<file path="config.mk">
export PLATFORM = sky130hd
export DESIGN_NAME = irap_update
export DESIGN_NICKNAME = d
export VERILOG_FILES = /design/src/rtl/irap_pkg.sv /design/src/rtl/irap_update.sv
export SDC_FILE = /design/constraint.sdc
export NUM_CORES = 1
export LEC_CHECK = 0
export BUFFER_PORTS_ARGS = -buffer_cell sky130_fd_sc_hd__buf_2
export CAP_MARGIN = 20
export CORE_ASPECT_RATIO = 1.75
export CORE_UTILIZATION = 43
export DETAILED_ROUTE_END_ITERATION = 16
export PLACE_DENSITY_LB_ADDON = 0.2
export SLEW_MARGIN = 25
export SYNTH_ARGS = -nofsm -noshare
export SYNTH_HDL_FRONTEND = slang
export SYNTH_SLANG_ARGS = --single-unit
</file>
<file path="constraint.sdc">
create_clock -name vclk -period 8.8
set_input_delay 2.64 -clock vclk [all_inputs]
set_output_delay 2.64 -clock vclk [all_outputs]
set_load 0.02 [all_outputs]
</file>
<file path="src/rtl/irap_pkg.sv">
// Package for the interval range add peak block.
// Holds the input item type and the fixed field widths; no dependencies.
package irap_pkg;

   // Fixed widths of the item and result fields.
   localparam int START_W  = 10;
   localparam int WEIGHT_W = 8;
   localparam int PEAK_W   = 16;

   // One interval as taken from the request channel.
   typedef struct packed {
      logic [START_W-1:0]  start_slot;
      logic [START_W-1:0]  end_slot;
      logic [WEIGHT_W-1:0] weight;
   } item_type;

endpackage

</file>
<file path="src/rtl/irap_update.sv">
// Update unit at the head of the ring: saturating add, range check, peak track.
// Depends on irap_pkg for the item type and field widths.
module irap_update
   import irap_pkg::*;
#(
   parameter int SLOT_W      = 10,
   parameter int COUNT_WIDTH = 16
) (
   input  logic [SLOT_W-1:0]      slot_idx,
   input  item_type               item,
   input  logic [COUNT_WIDTH-1:0] slot_val,
   input  logic [COUNT_WIDTH-1:0] peak_val,
   input  logic                   sat_val,
   output logic [COUNT_WIDTH-1:0] slot_new,
   output logic [COUNT_WIDTH-1:0] peak_new,
   output logic                   sat_new
);

   localparam int CMP_W = (SLOT_W > START_W) ? SLOT_W : START_W;

   logic [CMP_W-1:0]       idx_ext;
   logic [CMP_W-1:0]       start_ext;
   logic [CMP_W-1:0]       end_ext;
   logic                   in_range;
   logic [COUNT_WIDTH:0]   sum;
   logic                   hit_top;
   logic [COUNT_WIDTH-1:0] added;

   // The slot is covered when it lies between start and end inclusive.
   // Slots past the timeline never reach this unit, so the end needs no clipping.
   assign idx_ext   = CMP_W'(slot_idx);
   assign start_ext = CMP_W'(item.start_slot);
   assign end_ext   = CMP_W'(item.end_slot);
   assign in_range  = (idx_ext >= start_ext) && (idx_ext <= end_ext);

   // Saturating add: reaching the all-ones value counts as saturation.
   assign sum     = {1'b0, slot_val} + (COUNT_WIDTH + 1)'(item.weight);
   assign hit_top = sum[COUNT_WIDTH] | (&sum[COUNT_WIDTH-1:0]);
   assign added   = hit_top ? {COUNT_WIDTH{1'b1}} : sum[COUNT_WIDTH-1:0];

   // Only covered slots change and take part in the peak.
   always_comb begin
      slot_new = slot_val;
      peak_new = peak_val;
      sat_new  = sat_val;
      if (in_range) begin
         slot_new = added;
         sat_new  = sat_val | hit_top;
         if (added > peak_val) begin
            peak_new = added;
         end
      end
   end

endmodule

</file>
==> results of run 1 <==
logic make-up after synthesis:
logic type | count (synthesis)
buf+inv | 47
mux | 26
xor+xnor | 8
simple gates | 70
fa+ha+maj | 45
compound gates | 61
synth_stat cells (3+ instances only):
master / instances / area (sq um)
ha_1: 44 / 551
inv_1: 42 / 158
nor2_1: 18 / 67.6
mux2_2: 16 / 180
a21oi_1: 14 / 70.1
nand2_1: 11 / 41.3
nand3_1: 11 / 55.1
o21ai_0: 11 / 55.1
mux2_4: 10 / 150
a21o_1: 9 / 67.6
nand2b_1: 8 / 50.1
a31oi_1: 7 / 43.8
nand4_1: 6 / 37.5
xor2_1: 5 / 43.8
o211ai_1: 4 / 30.0
or3_1: 4 / 25.0
a211oi_1: 3 / 22.5
nor3_1: 3 / 15.0
xnor2_1: 3 / 26.3
worst max-delay path: cells and delay by family:
kind / cells / cell delay (ns)
AOI/OAI and AO/OA: 5 / 0.97
xor gates and xnor gates: 1 / 0.25
adders and majority gates: 3 / 0.73
buffers and inverters: 5 / 0.62
muxes: 1 / 0.30
and+or+nand+nor: 5 / 0.60
through the flow:
| step | utilization, % | instances | total power [mW] | hold WS [ns] | area [sq um] |
|---|---|---|---|---|---|
| 2_1_floorplan | - | 257 | 0.126 | 5.44 | 1940 |
| 3_3_place_gp | 64.6 | 437 | 0.202 | 5.57 | 2730 |
| 3_5_place_dp | 64.6 | 437 | 0.205 | 5.57 | 2730 |
| 4_1_cts | 65.9 | 439 | 0.210 | 5.57 | 2790 |
| 5_1_grt | 76.5 | 446 | 0.277 | 5.61 | 3230 |
| 6_report | 76.5 | 446 | 0.255 | 5.58 | 3230 |
worst paths after layout:
| check | from | endpoint | depth (start not counted) |
|---|---|---|---|
| setup / recovery | item[0] | peak_new[5] | 20 |
| hold / removal | sat_val | sat_new | 3 |
layout by cell type (no fill, tap or decap), drive strengths merged, types with 7 or more instances in the layout:
cell / netlist / final
buf: 4 / 144
ha: 44 / 44
inv: 42 / 42
mux2: 26 / 26
nor2: 18 / 18
a21oi: 14 / 14
o21ai: 11 / 11
nand3: 11 / 11
nand2: 11 / 11
a21o: 9 / 9
nand2b: 8 / 8
a31oi: 7 / 7
per-layer routing:
layer	global-route usage, %	wire length, um	vias up
met5	0	0	-
met4	4.61	184	0
met3	2.19	261	16
met2	50.4	3880	91
met1	21.4	2180	1145
li1	-	-	1215
cell type report:
type	count	area (sq um)	area share [%]
multi-input cells	210	2080	64.2
repair buffers	145	940	29.1
inverters	42	158	4.87
well taps	49	61.3	1.90
what timing repair did:
item / CTS / global route
setup endpoints to repair: 16 / 16
pin swaps: 7 / 20
cloned: 0 / 2
setup buffers: 2 / 5
gates resized for setup: 9 / 77
report_power, final:
| part | leakage [nW] | switching, mW | internal, mW |
|---|---|---|---|
| Sequential | 0 | 0 | 0 |
| Clock | 0 | 0 | 0 |
| Combinational | 1.72 | 0.129 | 0.127 |
==> metrics.txt, run 1 <==
Critical Path End Type primary output; ANT nets after route 0; mux cell area share after synthesis between 15 and 20%; GRT Total Usage a little under a quarter; outcome completed; total grt overflow 0; layout cell share with drive strength beyond 1 a little under three fifths; Iter 0 DRT Violations 49; Hold Buf Count CTS 0; XOR/XNOR share of the synthesized area under 10%; initial antenna violation count 0; wirelength, routed about 6.5 mm; die width around 53 um; syn_nets approximately 370; number of antenna diodes 0; crit-path max cell delay roughly 0.35 ns; die area around 4800 sq um; Layout Nets between 500 and 600; combinational family with the most area after synthesis adder cells; FF+latch count 0; startpoint class of the critical path input port; vias in the first global route 2288; global-route wire length before repair 9.10 mm; final setup vio count 0; Port Buffer Count 104; worst setup path category in2out; GPL Wtd Cong ~0.86; worst path cell trace buf_2, ha_4, inv_2, fa_2, nand2b_4, a21oi_4, a31oi_4, buf_6, nor2_2, xor2_1, nand2b_4, ha_1, nand2_2, nor3_2, a221oi_2, o31ai_1, o221a_2, clkbuf_16, mux2_4, buf_6; Post-Synth Simple-Gate Area between 10% and 20%; final hold violation count 0; syn avg cell area 7.53 sq um; Final Max Tran Viols 0; final worst slack 0.0289 ns; worst-path maximum fanout 5; Hold Crit Class in2out; Synth Instances about 260; Tmin final 8.77 ns; detailed placement HPWL 5.05 mm; Synth Area in Adders about 29%; Worst path slowest cell fa_2; routed vias 2467; slew of the pin with the lowest slew margin just under 0.4 ns; Max IR drop VDD roughly 0.056 mV; Peak Freq between 0.1 and 0.15 GHz; Ys Warns 0; Avg WL per Cell 14.6 um; synthesis-to-layout area growth 67.1%; Core Area approximately 4200 sq um; post-synthesis cell area 1940 sq um; max_slew headroom 74.0%; Initial Util 45.8%; num ports approximately 100; Critical Path RT between 6 and 7 ns; maxcap violations 0; Pre-antenna DRT Iters 4; largest net degree at the start of global routing 24; die height around 91 um; register area 0 sq um; count of unique library cells instantiated by Yosys 42; Synth Area in Compound Gates 21.4%; Setup WS pre-CTS -0.185 ns; Power Density slightly below 80 nW/um^2; sequential area share after synthesis 0%; vias per inst 5.53; Arrival @ worst endpoint 6.13 ns; Post-Route Setup TNS 0 ns; Placement Rows 31; period utilization 99.7%; DRC violations left 0; clock buffer count 0; static leakage roughly 1.7 nW; Fillers 308
Note: power is estimated with default switching activity, not from simulation.
==> run 2, diff against run 1 <==
- PLACE_DENSITY: default -> 0.82
- PLACE_DENSITY_LB_ADDON: 0.2 -> default
==> metrics.txt, run 2 (synthesis gave the netlist of run 1 again) <==
final hold violation count 0 (unchanged); num ports 104 (unchanged); Core Area 4230 sq um (unchanged); Fillers 300 (-2.6%); final setup vio count 16 (+16); static leakage 1.71 nW (-0.59%); most frequent cells in the layout 97 x buf_2, 42 x inv_1, 40 x buf_4, 35 x ha_1, 16 x mux2_2; placed instance count 437 (unchanged); ANT nets after route 0 (unchanged); routed vias 2612 (+5.9%); Hold Buf Count CTS 0 (unchanged); die width 52.7 um (unchanged); Worst path slowest cell a2111oi_2; Non-Filler Instances 448 (+0.45%); startpoint class of the critical path input port; hold path depth 3 (unchanged); Critical Path End Type primary output; commonest non-fill, non-tap cell in the layout buf_2; detailed placement HPWL 5.30 mm (+4.9%); Port Buffer Count 104 (unchanged); worst-path maximum fanout 6 (+1); post-layout util 75.6% (-0.86 points); min-delay src sat_val; initial antenna violation count 0 (unchanged); max_slew headroom 70.4% (-3.6 points); largest net degree at the start of global routing 24 (unchanged); GRT Total Usage 25.4% (+1.8 points); Peak Freq 0.112 GHz (-2.0%); maxcap violations 0 (unchanged); die area 4780 sq um (unchanged); total grt overflow 0 (unchanged); Avg WL per Cell 17.1 um (+17%); failing checks setup timing; Pre-antenna DRT Iters 4 (unchanged); register area 0 sq um (unchanged); crit-path max cell delay 0.39 ns (+0.04 ns); Placement Rows 31 (unchanged); slew of the pin with the lowest slew margin 0.441 ns (+0.0537 ns); CP most frequent cell buf_6; vias in the first global route 2454 (+7.3%); vias per inst 5.83 (+5.4%); outcome finished with violations; Final Max Tran Viols 0 (unchanged); layout cell share with drive strength beyond 1 54.1% (-1.3 points); Layout Nets 517 (+0.39%); worst path cell trace buf_4, ha_4, inv_1, fa_2, nand2b_4, a21oi_4, a31oi_4, buf_6, xnor2_1, nand2_1, ha_1, a21oi_2, nor2_1, a2111oi_2, o31ai_2, o221a_4, clkbuf_16, mux2_4, buf_6; period utilization 102% (+2.0 points); Tmin final 8.95 ns (+0.179 ns); FF+latch count 0 (unchanged); Multi-input gate area 2060 sq um (-0.84%); Worst Hold End sat_new; die height 90.8 um (unchanged); global-route wire length before repair 9.53 mm (+4.7%); final worst slack -0.150 ns (-0.179 ns); Power Density 79.7 nW/um^2 (+0.97%); worst setup path category in2out; wirelength, routed 7.67 mm (+18%); Hold Crit Class in2out; Iter 0 DRT Violations 59 (+20%); WP buf/inv 5 (unchanged); Post-Route Setup TNS -1.99 ns (-1.99 ns); synthesis-to-layout area growth 65.2%; Arrival @ worst endpoint 6.31 ns (+0.18 ns); Critical Path RT 6.16 ns (about the same); Max IR drop VDD 0.0616 mV (+9.3%); Initial Util 45.8% (unchanged); family with the most delay on the worst path compound AO/OA/AOI/OAI gates; Crit. path cell count 19 (-5.0%); number of antenna diodes 0 (unchanged); clock buffer count 0 (unchanged); DRC violations left 0 (unchanged); GPL Wtd Cong 0.943 (+10%)
==> run 2: cell count changes in the layout (fill, tap and decap cells not counted), sizes merged <==
cell | before | now
buf | 144 | 146
==> run 2: report_power, final <==
group,internal [mW],switching [mW]
Combinational,0.121,0.134
Sequential,0,0
Clock,0,0
==> run 2: layout make-up <==
class | count | share of cell area, %
multi-input combinational | 210 | 64.4
tap | 49 | 1.92
inverter | 42 | 4.93
timing repair buffer | 147 | 28.8
==> run 2: metrics by stage <==
step | setup WS, ns | hold slack, ns | area (sq um) | total power, mW
2_1_floorplan | 0.0677 | 5.44 | 1940 | 0.126
3_3_place_gp | -0.144 | 5.57 | 2730 | 0.201
3_5_place_dp | -0.230 | 5.58 | 2730 | 0.205
4_1_cts | 0.0165 | 5.58 | 2800 | 0.211
5_1_grt | -0.301 | 5.59 | 3200 | 0.272
6_report | -0.150 | 5.58 | 3200 | 0.255
==> run 2: worst min-delay path, stage by stage <==
cell    delay (ns)
buf_2         0.08
a21o_1        0.07
buf_2         0.15
==> run 2: per-layer routing <==
layer / vias up / GRT usage (%) / share of wire, %
li1: 1213 / - / -
met1: 1213 / 21.7 / 33
met2: 155 / 53.0 / 56
met3: 31 / 3.03 / 6.3
met4: 0 / 9.43 / 5.1
met5: - / 0 / 0
==> run 2: how the worst max path moves through the flow <==
stage	start	end	slack, ns
after floorplan	item[0]	peak_new[10]	0.07
after global placement	slot_val[0]	peak_new[5]	-0.14
after detailed placement	slot_val[0]	peak_new[7]	-0.23
after CTS	slot_val[0]	peak_new[7]	0.02
after global routing	item[0]	peak_new[5]	-0.30
final	slot_val[0]	peak_new[5]	-0.15
==> run 2: timing repair <==
action                     CTS  global route
cloned                       0             1
buffers inserted             2             8
resized for setup           12            62
setup endpoints to repair   16            16
pin swaps                    7            25
==> run 3, diff against run 2 <==
- PLACE_DENSITY: 0.82 -> 0.79
- clock period: 8.8 -> 9.3 ns (I/O delays scaled with it)
==> metrics.txt, run 3 (synthesis gave the netlist of run 1 again) <==
DRC violations left 0 (unchanged); total grt overflow 0 (unchanged); Core Area 4230 sq um (unchanged); min-delay src sat_val; highest metal used met4; Worst Hold End sat_new; clock buffer count 0 (unchanged); Layout Nets 496 (-4.1%); Worst path slowest cell fa_2; vias per inst 5.52 (-5.3%); met2 wire length 3.38 mm (-21%); max_slew headroom 72.6% (+2.3 points); global-route wire length before repair 9.22 mm (-3.3%); clock power share 0% (unchanged); Met3 Routed Length 302 um (-38%); Hold Buf Count CTS 0 (unchanged); Critical Path End Type primary output; Met1 Wirelength 2.08 mm (-17%); Gate power share 100.0% (about the same); Port Buffer Count 104 (unchanged); worst-path maximum fanout 11 (+5); GRT Total Usage 24.4% (-1.0 points); Max IR drop VDD 0.0432 mV (-30%); Critical Path RT 6.51 ns (+0.35 ns); Post-Route Setup TNS 0 ns (+1.99 ns); outcome completed; detailed placement HPWL 5.15 mm (-2.9%); wirelength, routed 5.95 mm (-22%); initial antenna violation count 0 (unchanged); slew of the pin with the lowest slew margin 0.408 ns (-0.0333 ns); register area 0 sq um (unchanged); synthesis-to-layout area growth 40.5%; Placement Rows 31 (unchanged); static leakage 1.56 nW (-9.0%); Tmin final between 9 and 10 ns; vias in the first global route 2321 (-5.4%); Pre-antenna DRT Iters 4 (unchanged); Switching Fraction 54.1% (+1.6 points); period utilization between 90% and 100%; Initial Util 45.8% (unchanged); num ports 104 (unchanged); die height 90.8 um (unchanged); startpoint class of the critical path input port; worst path cell trace buf_2, ha_2, inv_1, fa_2, nand2b_4, a21oi_2, a31oi_1, buf_4, nor2_2, xor2_1, nand2b_4, ha_1, nand2_1, nor2_1, a2111oi_2, o31ai_1, o221a_2, buf_12, mux2_4, buf_2; hold path depth 3 (unchanged); family with the most delay on the worst path compound AO/OA/AOI/OAI gates; worst setup path category in2out; P_int 0.0890 mW (-26%); sequential power share 0% (unchanged); commonest non-fill, non-tap cell in the layout buf_2; routed vias 2357 (-9.8%); die width 52.7 um (unchanged); layout cell share with drive strength beyond 1 44.2% (-10 points); largest net degree at the start of global routing 25 (+4.2%); maxcap violations 0 (unchanged); Peak Freq between 0.1 and 0.15 GHz; die area 4780 sq um (unchanged); FF+latch count 0 (unchanged); Iter 0 DRT Violations 43 (-27%); Final Power 0.194 mW (-24%); GPL Wtd Cong 0.986 (+4.5%); Hold Crit Class in2out; final setup vio count 0 (-16); Arrival @ worst endpoint 6.37 ns (+0.06 ns); Avg WL per Cell 13.9 um (-19%); Final Max Tran Viols 0 (unchanged); number of antenna diodes 0 (unchanged); WP buf/inv 5 (unchanged); crit-path max cell delay 0.35 ns (-0.04 ns); final hold violation count 0 (unchanged); most frequent cells in the layout 104 x buf_2, 43 x ha_1, 42 x inv_1, 20 x buf_4, 17 x nor2_1; Net Switching 0.105 mW (-22%); ANT nets after route 0 (unchanged); Power Density 71.3 nW/um^2 (-11%)
==> run 3: cell types whose count changed in the layout (fill, tap and decap cells not counted), moves of 4 or more <==
cell	before	now
buf_2	97	104
a21oi_1	9	13
ha_4	9	0
ha_1	35	43
buf_6	8	1
buf_4	40	20
==> run 3: through the flow <==
| stage | cells | worst slack [ns] | cell area (sq um) | hold WS, ns | utilization [%] |
|---|---|---|---|---|---|
| floorplan | 257 | 0.268 | 1940 | 5.74 | - |
| global placement | 425 | -0.146 | 2640 | 5.87 | 62.4 |
| detailed placement | 425 | -0.202 | 2640 | 5.89 | 62.4 |
| CTS | 425 | 0.00802 | 2650 | 5.89 | 62.8 |
| global route | 427 | -0.0223 | 2720 | 5.92 | 64.3 |
| finish | 427 | 0.145 | 2720 | 5.88 | 64.3 |
==> run 3: power by group through the flow <==
| stage | logic [mW] | clock network (mW) | registers, mW |
|---|---|---|---|
| CTS | 0.188 | 0 | 0 |
| finish | 0.194 | 0 | 0 |
| global placement | 0.182 | 0 | 0 |
| floorplan | 0.119 | 0 | 0 |
| detailed placement | 0.186 | 0 | 0 |
| global route | 0.213 | 0 | 0 |
==> run 3: cell type report <==
cell class,instances,area [sq um]
Tap cell,49,61.3
Multi-Input combinational cell,210,1800
Timing Repair Buffer,126,702
Inverter,42,158
Fill cell,398,1510
==> run 3: how the worst max path moves through the flow <==
stage                            from           end  slack [ns]  cells past startpoint
after floorplan               item[0]  peak_new[10]        0.27                     19
after global routing      slot_val[2]   peak_new[5]       -0.02                     18
final                     slot_val[0]   peak_new[5]        0.14                     20
after CTS                 slot_val[0]   peak_new[5]       0.008                     20
after detailed placement  slot_val[0]   peak_new[5]       -0.20                     20
after global placement    slot_val[0]  peak_new[14]       -0.15                     20
==> run 3: timing repair <==
item,in CTS,in global routing
pin swaps,0,10
gates resized for setup,4,13
endpoints found under the hold margin,0,0
setup buffers,0,2
setup endpoints to repair,16,16
==> run 3: metal layers <==
metal,GRT usage [%],vias up
met5,0,-
met4,6.80,0
met3,1.52,18
met2,50.5,108
met1,23.0,1057
li1,-,1174
