--- src/rtl/irap_cell.sv ---
// One slot counter of the circulating load ring.
// Standalone; no package dependencies.
module irap_cell #(
   parameter int WIDTH = 16
) (
   input  logic             clock,
   input  logic             reset,
   input  logic             shift_en,
   input  logic [WIDTH-1:0] data_in,
   output logic [WIDTH-1:0] data_out
);

   logic [WIDTH-1:0] value_ff;

   // Take the neighbor's value whenever the ring advances.
   always_ff @(posedge clock) begin
      if (reset) begin
         value_ff <= '0;
      end else if (shift_en) begin
         value_ff <= data_in;
      end
   end

   assign data_out = value_ff;

endmodule

--- config.mk ---
export PLATFORM = sky130hd
export DESIGN_NAME = irap_cell
export DESIGN_NICKNAME = d
export VERILOG_FILES = /design/src/rtl/irap_cell.sv
export SDC_FILE = /design/constraint.sdc
export NUM_CORES = 1
export LEC_CHECK = 0
export ABC_AREA = 1
export BUFFER_PORTS_ARGS = -buffer_cell sky130_fd_sc_hd__buf_2
export CAP_MARGIN = 20
export CORE_MARGIN = 5
export CORE_UTILIZATION = 42
export CTS_CLUSTER_SIZE = 14
export DETAILED_ROUTE_END_ITERATION = 8
export GPL_ROUTABILITY_DRIVEN = 0
export GPL_TIMING_DRIVEN = 0
export HOLD_SLACK_MARGIN = 0.12
export PLACE_DENSITY = 0.86
export SLEW_MARGIN = 20
export SYNTH_ARGS = -nofsm -noshare
export SYNTH_HDL_FRONTEND = slang
export SYNTH_SLANG_ARGS = --single-unit
--- constraint.sdc ---
create_clock -name clock -period 0.8 [get_ports clock]
set_clock_uncertainty 0.05 [all_clocks]
set_input_delay 0.04 -clock clock [delete_from_list [all_inputs] [get_ports clock]]
set_output_delay 0.04 -clock clock [all_outputs]
set_load 0.02 [all_outputs]
==> results of run 1 <==
-- layout make-up --
class                   instances  share of cell area (%)
repair buffers                 50                   36.61
well taps                      16                   1.693
plain buffers                   4                   3.492
flip-flops and latches         16                   28.78
clock buffers                   4                   3.069
inverters                      17                   5.397
multi-input cells              64                   20.95
-- power groups by stage --
| stage | clock network, uW | registers [uW] | logic [uW] |
|---|---|---|---|
| after CTS | 543 | 901 | 466 |
| after global placement | 0 | 893 | 326 |
| after floorplan | 0 | 965 | 138 |
| after global routing | 605 | 909 | 516 |
| after detailed placement | 0 | 895 | 334 |
| final | 540 | 904 | 478 |
-- worst paths after layout --
| kind | startpoint | end | slack, ps | cells past startpoint |
|---|---|---|---|---|
| setup reg to reg | data_out[15]$_SDFFE_PP0P_ | data_out[15]$_SDFFE_PP0P_ | 60 | 3 |
| hold / removal | shift_en | data_out[15]$_SDFFE_PP0P_ | 20 | 4 |
| hold reg to reg | data_out[2]$_SDFFE_PP0P_ | data_out[2]$_SDFFE_PP0P_ | 430 | 2 |
| setup / recovery | data_out[11]$_SDFFE_PP0P_ | data_out[11] | -50 | 1 |
-- logic make-up after synthesis --
group,after synthesis
buf+inv,21
flops,16
simple gates,64
-- placed cells by master (no fill, tap or decap) --
master / Yosys / final
buf_2: 0 / 17
buf_4: 1 / 2
buf_6: 3 / 19
clkbuf_4: 0 / 3
clkbuf_8: 0 / 1
dfxtp_2: 0 / 16
dlygate4sd3_1: 0 / 16
inv_1: 17 / 16
inv_2: 0 / 1
nand2_1: 32 / 31
nand2_2: 0 / 1
nor2_1: 30 / 30
nor2_2: 2 / 2
-- layer usage --
layer	GRT usage, %	part of all wire [%]	vias to the layer above
met2	34.75	54	38
met3	3.916	7.8	2
met1	17.73	37	335
li1	-	-	391
met5	0	0	-
met4	6.550	0.88	0
-- metrics by stage --
step                      setup TNS, ps  std cells
after global placement                0        151
after CTS                        -617.0        173
after floorplan                       0        101
after detailed placement              0        151
final                            -609.5        171
after global routing              -1120        171
-- what timing repair did --
| item | 4_1_cts | 5_1_grt |
|---|---|---|
| resized for setup | 48 | 2 |
| buffers inserted | 1 | 0 |
| pin swaps | 0 | 1 |
| endpoints found under the setup margin | 16 | 21 |
| endpoints found under the hold margin | 16 | 6 |
==> results by group, run 1 <==
Cells and area
  – Final core utilization: 78.49%
  – Layout cell share with drive strength beyond 1: around two fifths
  – Layout Nets: between 150 and 200
  – Reg area: roughly 340 sq um
  – Ant diodes: 0
  – Area Overhead vs Synth: 76.31%
  – FILL cells: 87
  – Final Instance Area: approximately 1200 sq um
  – Multi-input gate area: 247.7 sq um
  – Max FFs per register: 16

Run status
  – Run status: finished, violations left
  – Violated checks: negative setup slack

Routing
  – DRC viols: 0
  – ANT nets after route: 0
  – DRT Wirelength: 2158 um
  – First DRT Iteration DRCs: 19
  – WL per Instance: roughly 13 um
  – Via-per-instance ratio: around 4.5
  – DR vias: ~770
  – First-pass DRT Iterations: 4

Timing
  – Final setup violation count: 17
  – Final cycle utilization of the critical path: 106.7%
  – Slew Limit Fails: 0
  – Final hold violation count: 0
  – Fmax achieved: 1171 MHz
  – WHS: around 24 ps
  – Slew @ Worst Pin: between 200 and 250 ps
  – Rel. slew slack: between 80% and 90%
  – RSZ-0062 raised after global routing: true
  – Tmin final: ~850 ps
  – Setup WS post-layout: -53.66 ps

Die
  – Die X: 49.96 um
  – Core Footprint: 1506 sq um
  – Io pins: 35
  – Die area: about 2500 sq um
  – Starting Density: 44.52%
  – FP Rows: 14
  – Die height: approximately 50 um

Critical path
  – Buffers & Inverters on Critical Path: 1
  – CP startpoint kind: register
  – Kind of cell adding the most delay to the critical path: flip-flops
  – Max incr delay on CP: between 300 and 400 ps
  – Critical Path Fanout Max: 2
  – Crit-path cells: buf_6
  – CP Capture Type: output port
  – Crit path DAT: between 700 and 800 ps
  – Slowest cell on crit path: dfxtp_2
  – CP required: between 700 and 800 ps
  – Critical path class: reg2out

Clock network
  – Hold Buf Count CTS: 17
  – Maximum clock path buffer count: 2
  – # H-tree levels: 1
  – Worst-skew pair later-pin latency: 280 ps
  – Worst-path clk slew: about 100 ps
  – CTS Buf Count: 3
  – Clk root buf: clkbuf_4
  – TritonCTS clock tree: yes
  – Clk sink count: 16

Logic synthesis
  – Ys flop type: dfxtp_1
  – Netlist cell types: 7
  – Post-synthesis adder-cell area fraction: 0%
  – Number of flops mapped to enable cells by yosys: 0
  – Largest family of logic cells by synthesized area: simple AND/OR/NAND/NOR gates
  – Post-Synth Simple-Gate Area: about 37%
  – Most numerous cell in the Yosys netlist: nand2_1
  – Synth Area in Compound Gates: 0%
  – Commonest cells in the netlist: nand2_1 (32), nor2_1 (30), inv_1 (17), dfxtp_1 (16), buf_6 (3)
  – Post-Syn Nets: 120
  – Post-synthesis mux area share: 0%
  – Share of synthesized registers carrying an async set or reset: 0%
  – Synth Register Bits: 16
  – Yosys warns: 0
  – Synth area leader: dfxtp_1
  – Cells after Synth: approximately 100
  – Post-synthesis cell area: 670.6 sq um
  – Post-Synth XOR/XNOR Area: 0%
  – Yosys top cell area share: a little under half
  – Post-synthesis sequential area ratio: between 40% and 50%
  – Area contributors post-synth: dfxtp_1 (48%), nand2_1 (18%), nor2_1 (17%)
  – Syn Area/Cell: around 6.6 sq um

Power
  – Peak VDD IR: between 1 and 1.5 mV
  – Sequential power share: a little under half
  – Total chip power: slightly below 2000 uW
  – Pwr Density: between 1500 and 2000 nW/um^2
  – Leak Pwr: 0.0006557 uW
  – Clock share of power: about 28%
  – Combinational power share: roughly a quarter
  – Int Power: 1392 uW
  – Sw frac: 27.58%
  – Net switching power: 530.1 uW

Global routing
  – Initial antenna violation count: 0
  – GR Overflow Total: 0
  – Largest net degree at the start of global routing: 11
  – Gr usage total: between 10% and 20%
  – First-pass GRT wire length: about 3400 um
  – Number of global-route vias before repair: about 800

Place
  – DP Area: ~860 sq um
  – PortBufs: 34
  – Detailed Place HPWL: approximately 1100 um
  – Post-Place Worst Slack: 19.22 ps

Hold path
  – Hold Path Class: in2reg

Run
  – Maxcap violations: 0
(Power assumes the default switching activity.)
==> run 2, diff against run 1 <==
--- a/config.mk
+++ b/config.mk
@@ -6,7 +6,7 @@
 export NUM_CORES = 1
 export LEC_CHECK = 0
 export ABC_AREA = 1
-export BUFFER_PORTS_ARGS = -buffer_cell sky130_fd_sc_hd__buf_2
+export BUFFER_PORTS_ARGS = -buffer_cell sky130_fd_sc_hd__buf_4
 export CAP_MARGIN = 20
 export CORE_MARGIN = 5
 export CORE_UTILIZATION = 42
==> results by group, run 2 (synthesis gave the netlist of run 1 again) <==
Global routing
  – First-pass GRT wire length: 3470 um (+1.2%)
  – Gr usage total: 18.31% (+0.49 points)
  – GR Overflow Total: 0 (unchanged)
  – Largest net degree at the start of global routing: 11 (unchanged)
  – Number of global-route vias before repair: 760 (-4.6%)
  – Initial antenna violation count: 0 (unchanged)

Timing
  – Slew Limit Fails: 0 (unchanged)
  – RSZ-0062 raised after global routing: true
  – Tmin final: 863.3 ps (+9.646 ps)
  – Final hold violation count: 0 (unchanged)
  – Setup WS post-layout: -63.31 ps (-9.646 ps)
  – WHS: 13.36 ps (-10.52 ps)
  – Final setup violation count: 17 (unchanged)
  – Final cycle utilization of the critical path: 107.9% (+1.2 points)
  – Slew @ Worst Pin: 210.4 ps (-0.3183 ps)
  – Rel. slew slack: 85.96% (about the same)
  – Fmax achieved: 1158 MHz (-1.1%)

Routing
  – Via-per-instance ratio: 4.541 (+1.4%)
  – DRT Wirelength: 2218 um (+2.8%)
  – DR vias: 781 (+2.0%)
  – ANT nets after route: 0 (unchanged)
  – DRC viols: 0 (unchanged)
  – WL per Instance: 12.90 um (+2.2%)
  – First-pass DRT Iterations: 4 (unchanged)
  – First DRT Iteration DRCs: 18 (-1)

Critical path
  – Critical Path Fanout Max: 2 (unchanged)
  – CP required: 710 ps (about the same)
  – Critical path class: reg2out
  – Crit path DAT: 770 ps (about the same)
  – CP Capture Type: output port
  – Crit-path cells: buf_6
  – Max incr delay on CP: 360 ps (about the same)
  – Slowest cell on crit path: dfxtp_2
  – Kind of cell adding the most delay to the critical path: flip-flops
  – Worst reg2reg path startpoint: data_out[6]$_SDFFE_PP0P_
  – Buffers & Inverters on Critical Path: 1 (unchanged)
  – CP Launch Point: data_out[6]$_SDFFE_PP0P_
  – CP startpoint kind: register

Hold path
  – HP Start: reset
  – Hold Path Class: in2reg

Cells and area
  – Ant diodes: 0 (unchanged)
  – Max FFs per register: 16 (unchanged)
  – Leading cell type in the layout, fill and taps excluded: nand2_1
  – Layout Cells excl Fill: 172 (+0.58%)
  – Most frequent cells in the layout: nand2_1 (31), nor2_1 (28), buf_4 (21)
  – Layout cell share with drive strength beyond 1: 41.67% (+1.7 points)
  – Layout Nets: 177 (+1.1%)
  – Area Overhead vs Synth: 84.33%

Power
  – Pwr Density: 1505 nW/um^2 (-7.4%)
  – Clock share of power: 23.6% (-4.5 points)
  – Sequential power share: 48.6% (+1.6 points)
  – Combinational power share: 27.8% (+2.9 points)
  – Net switching power: 537.2 uW (+1.3%)
  – Peak VDD IR: 1.335 mV (+8.0%)
  – Int Power: 1323 uW (-4.9%)
  – Leak Pwr: 0.0006888 uW (+5.0%)
  – Sw frac: 28.87% (+1.3 points)

Die
  – Io pins: 35 (unchanged)
  – Die height: 49.96 um (unchanged)
  – Die X: 49.96 um (unchanged)
  – FP Rows: 14 (unchanged)
  – Core Footprint: 1506 sq um (unchanged)
  – Starting Density: 44.52% (unchanged)
  – Die area: 2496 sq um (unchanged)

Place
  – Placed instance count: 151 (unchanged)
  – Detailed Place HPWL: 1168 um (+2.3%)
  – PortBufs: 34 (unchanged)

Clock network
  – Hold Buf Count CTS: 16 (-1)
  – TritonCTS clock tree: yes
  – Worst-skew pair later-pin latency: 290 ps (about the same)
  – Clk sink count: 16 (unchanged)
  – CTS Buf Count: 3 (unchanged)
  – Clk root buf: clkbuf_4
  – # H-tree levels: 1 (unchanged)
  – Maximum clock path buffer count: 2 (unchanged)
  – Worst-path clk slew: 100 ps (about the same)

Run
  – Maxcap violations: 0 (unchanged)

Run status
  – Violated checks: negative setup slack
  – Run status: finished, violations left
==> run 2: power groups by stage <==
stage | registers (uW) | clock network [uW] | logic (uW)
6_report | 904 | 440 | 517
5_1_grt | 908 | 493 | 560
4_1_cts | 901 | 439 | 485
3_5_place_dp | 898 | 0 | 389
3_3_place_gp | 896 | 0 | 380
2_1_floorplan | 965 | 0 | 138
==> run 2: what timing repair did <==
| action | CTS | global route |
|---|---|---|
| setup buffers | 0 | 2 |
| pin swaps | 0 | 0 |
| endpoints found under the setup margin | 16 | 20 |
| resized for setup | 32 | 6 |
| endpoints found under the hold margin | 16 | 6 |
==> run 2: worst paths after layout <==
| path | cells after the start | slack, ps | end |
|---|---|---|---|
| worst max-delay path | 1 | -60 | data_out[6] |
| worst min-delay path | 4 | 10 | data_out[3]$_SDFFE_PP0P_ |
| worst max register to register | 3 | 20 | data_out[6]$_SDFFE_PP0P_ |
| worst min register to register | 2 | 430 | data_out[0]$_SDFFE_PP0P_ |
==> run 2: layout make-up <==
| class | count | area [sq um] |
|---|---|---|
| Buffer | 4 | 41.29 |
| Clock buffer | 3 | 22.52 |
| Fill cell | 88 | 270.3 |
| Inverter | 17 | 63.81 |
| Multi-Input combinational cell | 64 | 252.7 |
| Sequential cell | 16 | 340.3 |
| Tap cell | 16 | 20.02 |
| Timing Repair Buffer | 52 | 495.5 |
==> run 2: per-layer routing <==
layer	global-route usage, %	routed length (um)	share of wire [%]	vias up
met3	6.627	162	7.3	2
li1	-	-	-	393
met2	32.63	1152	52	34
met4	6.550	28	1.3	0
met1	19.38	874	39	352
met5	0	0	0	-
==> run 2: stage by stage <==
stage	setup TNS [ps]	util, %	power, uW	setup WS (ps)	instance area (sq um)
floorplan	0	-	1104	113.7	670.6
global placement	0	62.79	1276	30.49	945.9
detailed placement	-1.420	62.79	1287	-1.420	945.9
CTS	-666.8	80.23	1825	-52.90	1209
global route	-1246	82.06	1962	-95.75	1236
finish	-705.6	82.06	1860	-63.31	1236
==> run 3, diff against run 2 <==
==> constraint.sdc (replaced) <==
create_clock -name clock -period 0.9 [get_ports clock]
set_clock_uncertainty 0.05 [all_clocks]
set_input_delay 0.045 -clock clock [delete_from_list [all_inputs] [get_ports clock]]
set_output_delay 0.045 -clock clock [all_outputs]
set_load 0.02 [all_outputs]
==> results by group, run 3 (synthesis gave the netlist of run 1 again) <==
Run status
  – Run status: completed

Power
  – Combinational power share: 26.0% (-1.8 points)
  – Net switching power: 434.4 uW (-19%)
  – Int Power: 1143 uW (-14%)
  – Sequential power share: 50.3% (+1.7 points)
  – Total chip power: 1577 uW (-15%)
  – Leak Pwr: 0.0006559 uW (-4.8%)
  – Sw frac: 27.54% (-1.3 points)
  – Peak VDD IR: 1.103 mV (-17%)
  – Clock share of power: 23.8% (+0.2 points)
  – Pwr Density: 1350 nW/um^2 (-10%)

Cells and area
  – Layout cell share with drive strength beyond 1: 37.42% (-4.2 points)
  – Final Instance Area: 1169 sq um (-5.5%)
  – FILL cells: 100 (+14%)
  – Area Overhead vs Synth: 74.25%
  – Most frequent cells in the layout: nand2_1 (32), buf_4 (32), nor2_1 (30)
  – Ant diodes: 0 (unchanged)
  – Final core utilization: 77.57% (-4.5 points)
  – Layout Nets: 176 (-0.56%)
  – Max FFs per register: 16 (unchanged)

Critical path
  – R2R Setup Slk: 260 ps (+240 ps)
  – Worst reg2reg path startpoint: data_out[5]$_SDFFE_PP0P_
  – CP startpoint kind: register
  – Crit path DAT: 770 ps (about the same)
  – Critical Path Fanout Max: 2 (unchanged)
  – Kind of cell adding the most delay to the critical path: flip-flops
  – Slowest cell on crit path: dfxtp_2
  – RR Endpoint: data_out[5]$_SDFFE_PP0P_
  – Max incr delay on CP: 330 ps (-30 ps)
  – Critical path class: reg2out
  – Crit-path cells: buf_4
  – CP required: 810 ps (+100 ps)
  – Buffers & Inverters on Critical Path: 1 (unchanged)
  – Reg2reg path depth: 2 (-1)
  – CP Capture Type: output port

Routing
  – WL per Instance: 10.23 um (-21%)
  – DR vias: 741 (-5.1%)
  – DRT Wirelength: 1749 um (-21%)
  – Via-per-instance ratio: 4.333 (-4.6%)
  – DRC viols: 0 (unchanged)
  – ANT nets after route: 0 (unchanged)
  – First DRT Iteration DRCs: 3 (-15)
  – First-pass DRT Iterations: 4 (unchanged)

Place
  – DP Area: 945.9 sq um (unchanged)
  – PortBufs: 34 (unchanged)
  – Detailed Place HPWL: 1168 um (unchanged)

Clock network
  – Hold Buf Count CTS: 18 (+2)
  – TritonCTS clock tree: yes
  – Setup Fix Bufs, Post-CTS: 0 (unchanged)
  – Clk sink count: 16 (unchanged)
  – Maximum clock path buffer count: 2 (unchanged)
  – Clk root buf: clkbuf_4
  – # H-tree levels: 1 (unchanged)
  – CTS Buf Count: 3 (unchanged)
  – Worst-path clk slew: 90 ps (about the same)
  – Worst-skew pair later-pin latency: 280 ps (about the same)

Timing
  – RSZ-0062 raised after global routing: false
  – Final setup violation count: 0 (-17)
  – Final hold violation count: 0 (unchanged)
  – Post-route setup TNS: 0 ps (+705.6 ps)
  – Slew @ Worst Pin: 211.1 ps (+0.6757 ps)
  – Fmax achieved: 1159 MHz
  – Slew Limit Fails: 0 (unchanged)
  – Tmin final: approximately 860 ps
  – Final cycle utilization of the critical path: around 96%
  – Rel. slew slack: 85.91% (about the same)

Global routing
  – First-pass GRT wire length: 3098 um (-11%)
  – Gr usage total: 15.89% (-2.4 points)
  – GR Overflow Total: 0 (unchanged)
  – Largest net degree at the start of global routing: 11 (unchanged)
  – Number of global-route vias before repair: 694 (-8.7%)
  – Initial antenna violation count: 0 (unchanged)

Hold path
  – Hold path depth: 4 (unchanged)
  – HP Start: reset
  – Hold Path Sink: data_out[13]$_SDFFE_PP0P_
  – Hold Path Class: in2reg

Die
  – Die height: 49.96 um (unchanged)
  – FP Rows: 14 (unchanged)
  – Io pins: 35 (unchanged)
  – Core Footprint: 1506 sq um (unchanged)
  – Die X: 49.96 um (unchanged)
  – Starting Density: 44.52% (unchanged)
  – Die area: 2496 sq um (unchanged)

Run
  – Maxcap violations: 0 (unchanged)
-- run 3: changes by cell type in the layout (fill, tap and decap cells not counted), moves of 2 or more --
| cell | change |
|---|---|
| buf_4 | +11 |
| dlymetal6s4s_1 | -2 |
| nor2_2 | -2 |
| dlygate4sd3_1 | +3 |
| buf_6 | -13 |
| nor2_1 | +2 |
-- run 3: how the worst max path moves through the flow --
stage	start	endpoint	slack, ps	cells past startpoint
after floorplan	data_out[4]$_SDFFE_PP0P_	data_out[4]$_SDFFE_PP0P_	210	2
after global placement	reset	data_out[5]$_SDFFE_PP0P_	130	5
after detailed placement	reset	data_out[10]$_SDFFE_PP0P_	90	5
after CTS	shift_en	data_out[8]$_SDFFE_PP0P_	0.8	5
after global routing	data_out[11]$_SDFFE_PP0P_	data_out[11]	3	1
final	data_out[3]$_SDFFE_PP0P_	data_out[3]	40	1
-- run 3: repair_timing --
item | CTS | global route
setup endpoints to repair | 0 | 17
resized for setup | 0 | 18
endpoints found under the hold margin | 16 | 6
-- run 3: routing by layer --
layer / part of all wire [%] / GRT usage, %
met1: 41 / 17.85
met2: 48 / 26.48
met3: 9.5 / 6.024
met4: 1.5 / 6.550
met5: 0 / 0
-- run 3: power groups by stage --
stage	sequential (uW)	clock, uW	combinational (uW)
final	793	375	409
after global routing	799	432	451
after CTS	782	390	409
after detailed placement	798	0	346
after global placement	796	0	338
after floorplan	858	0	123
-- run 3: final cells by class --
cell class                      instances  area [sq um]  share of cell area, %
Buffer                                  4         41.29                  3.533
Clock buffer                            3         22.52                  1.927
Inverter                               17         63.81                  5.460
Multi-Input combinational cell         64         245.2                  20.99
Sequential cell                        16         339.1                  29.01
Tap cell                               16         20.02                  1.713
Timing Repair Buffer                   51         436.7                  37.37
-- run 3: worst min-delay path, delay by kind of cell --
family / cells / cell delay, ps
buffers and inverters: 2 / 180
and+or+nand+nor: 2 / 120
-- run 3: metrics by stage --
stage	setup WS [ps]	cells	hold slack [ps]
2_1_floorplan	213.7	101	149.9
3_3_place_gp	125.5	151	280.0
3_5_place_dp	93.58	151	289.0
4_1_cts	0.8468	172	28.91
5_1_grt	3.453	171	25.39
6_report	37.09	171	28.82
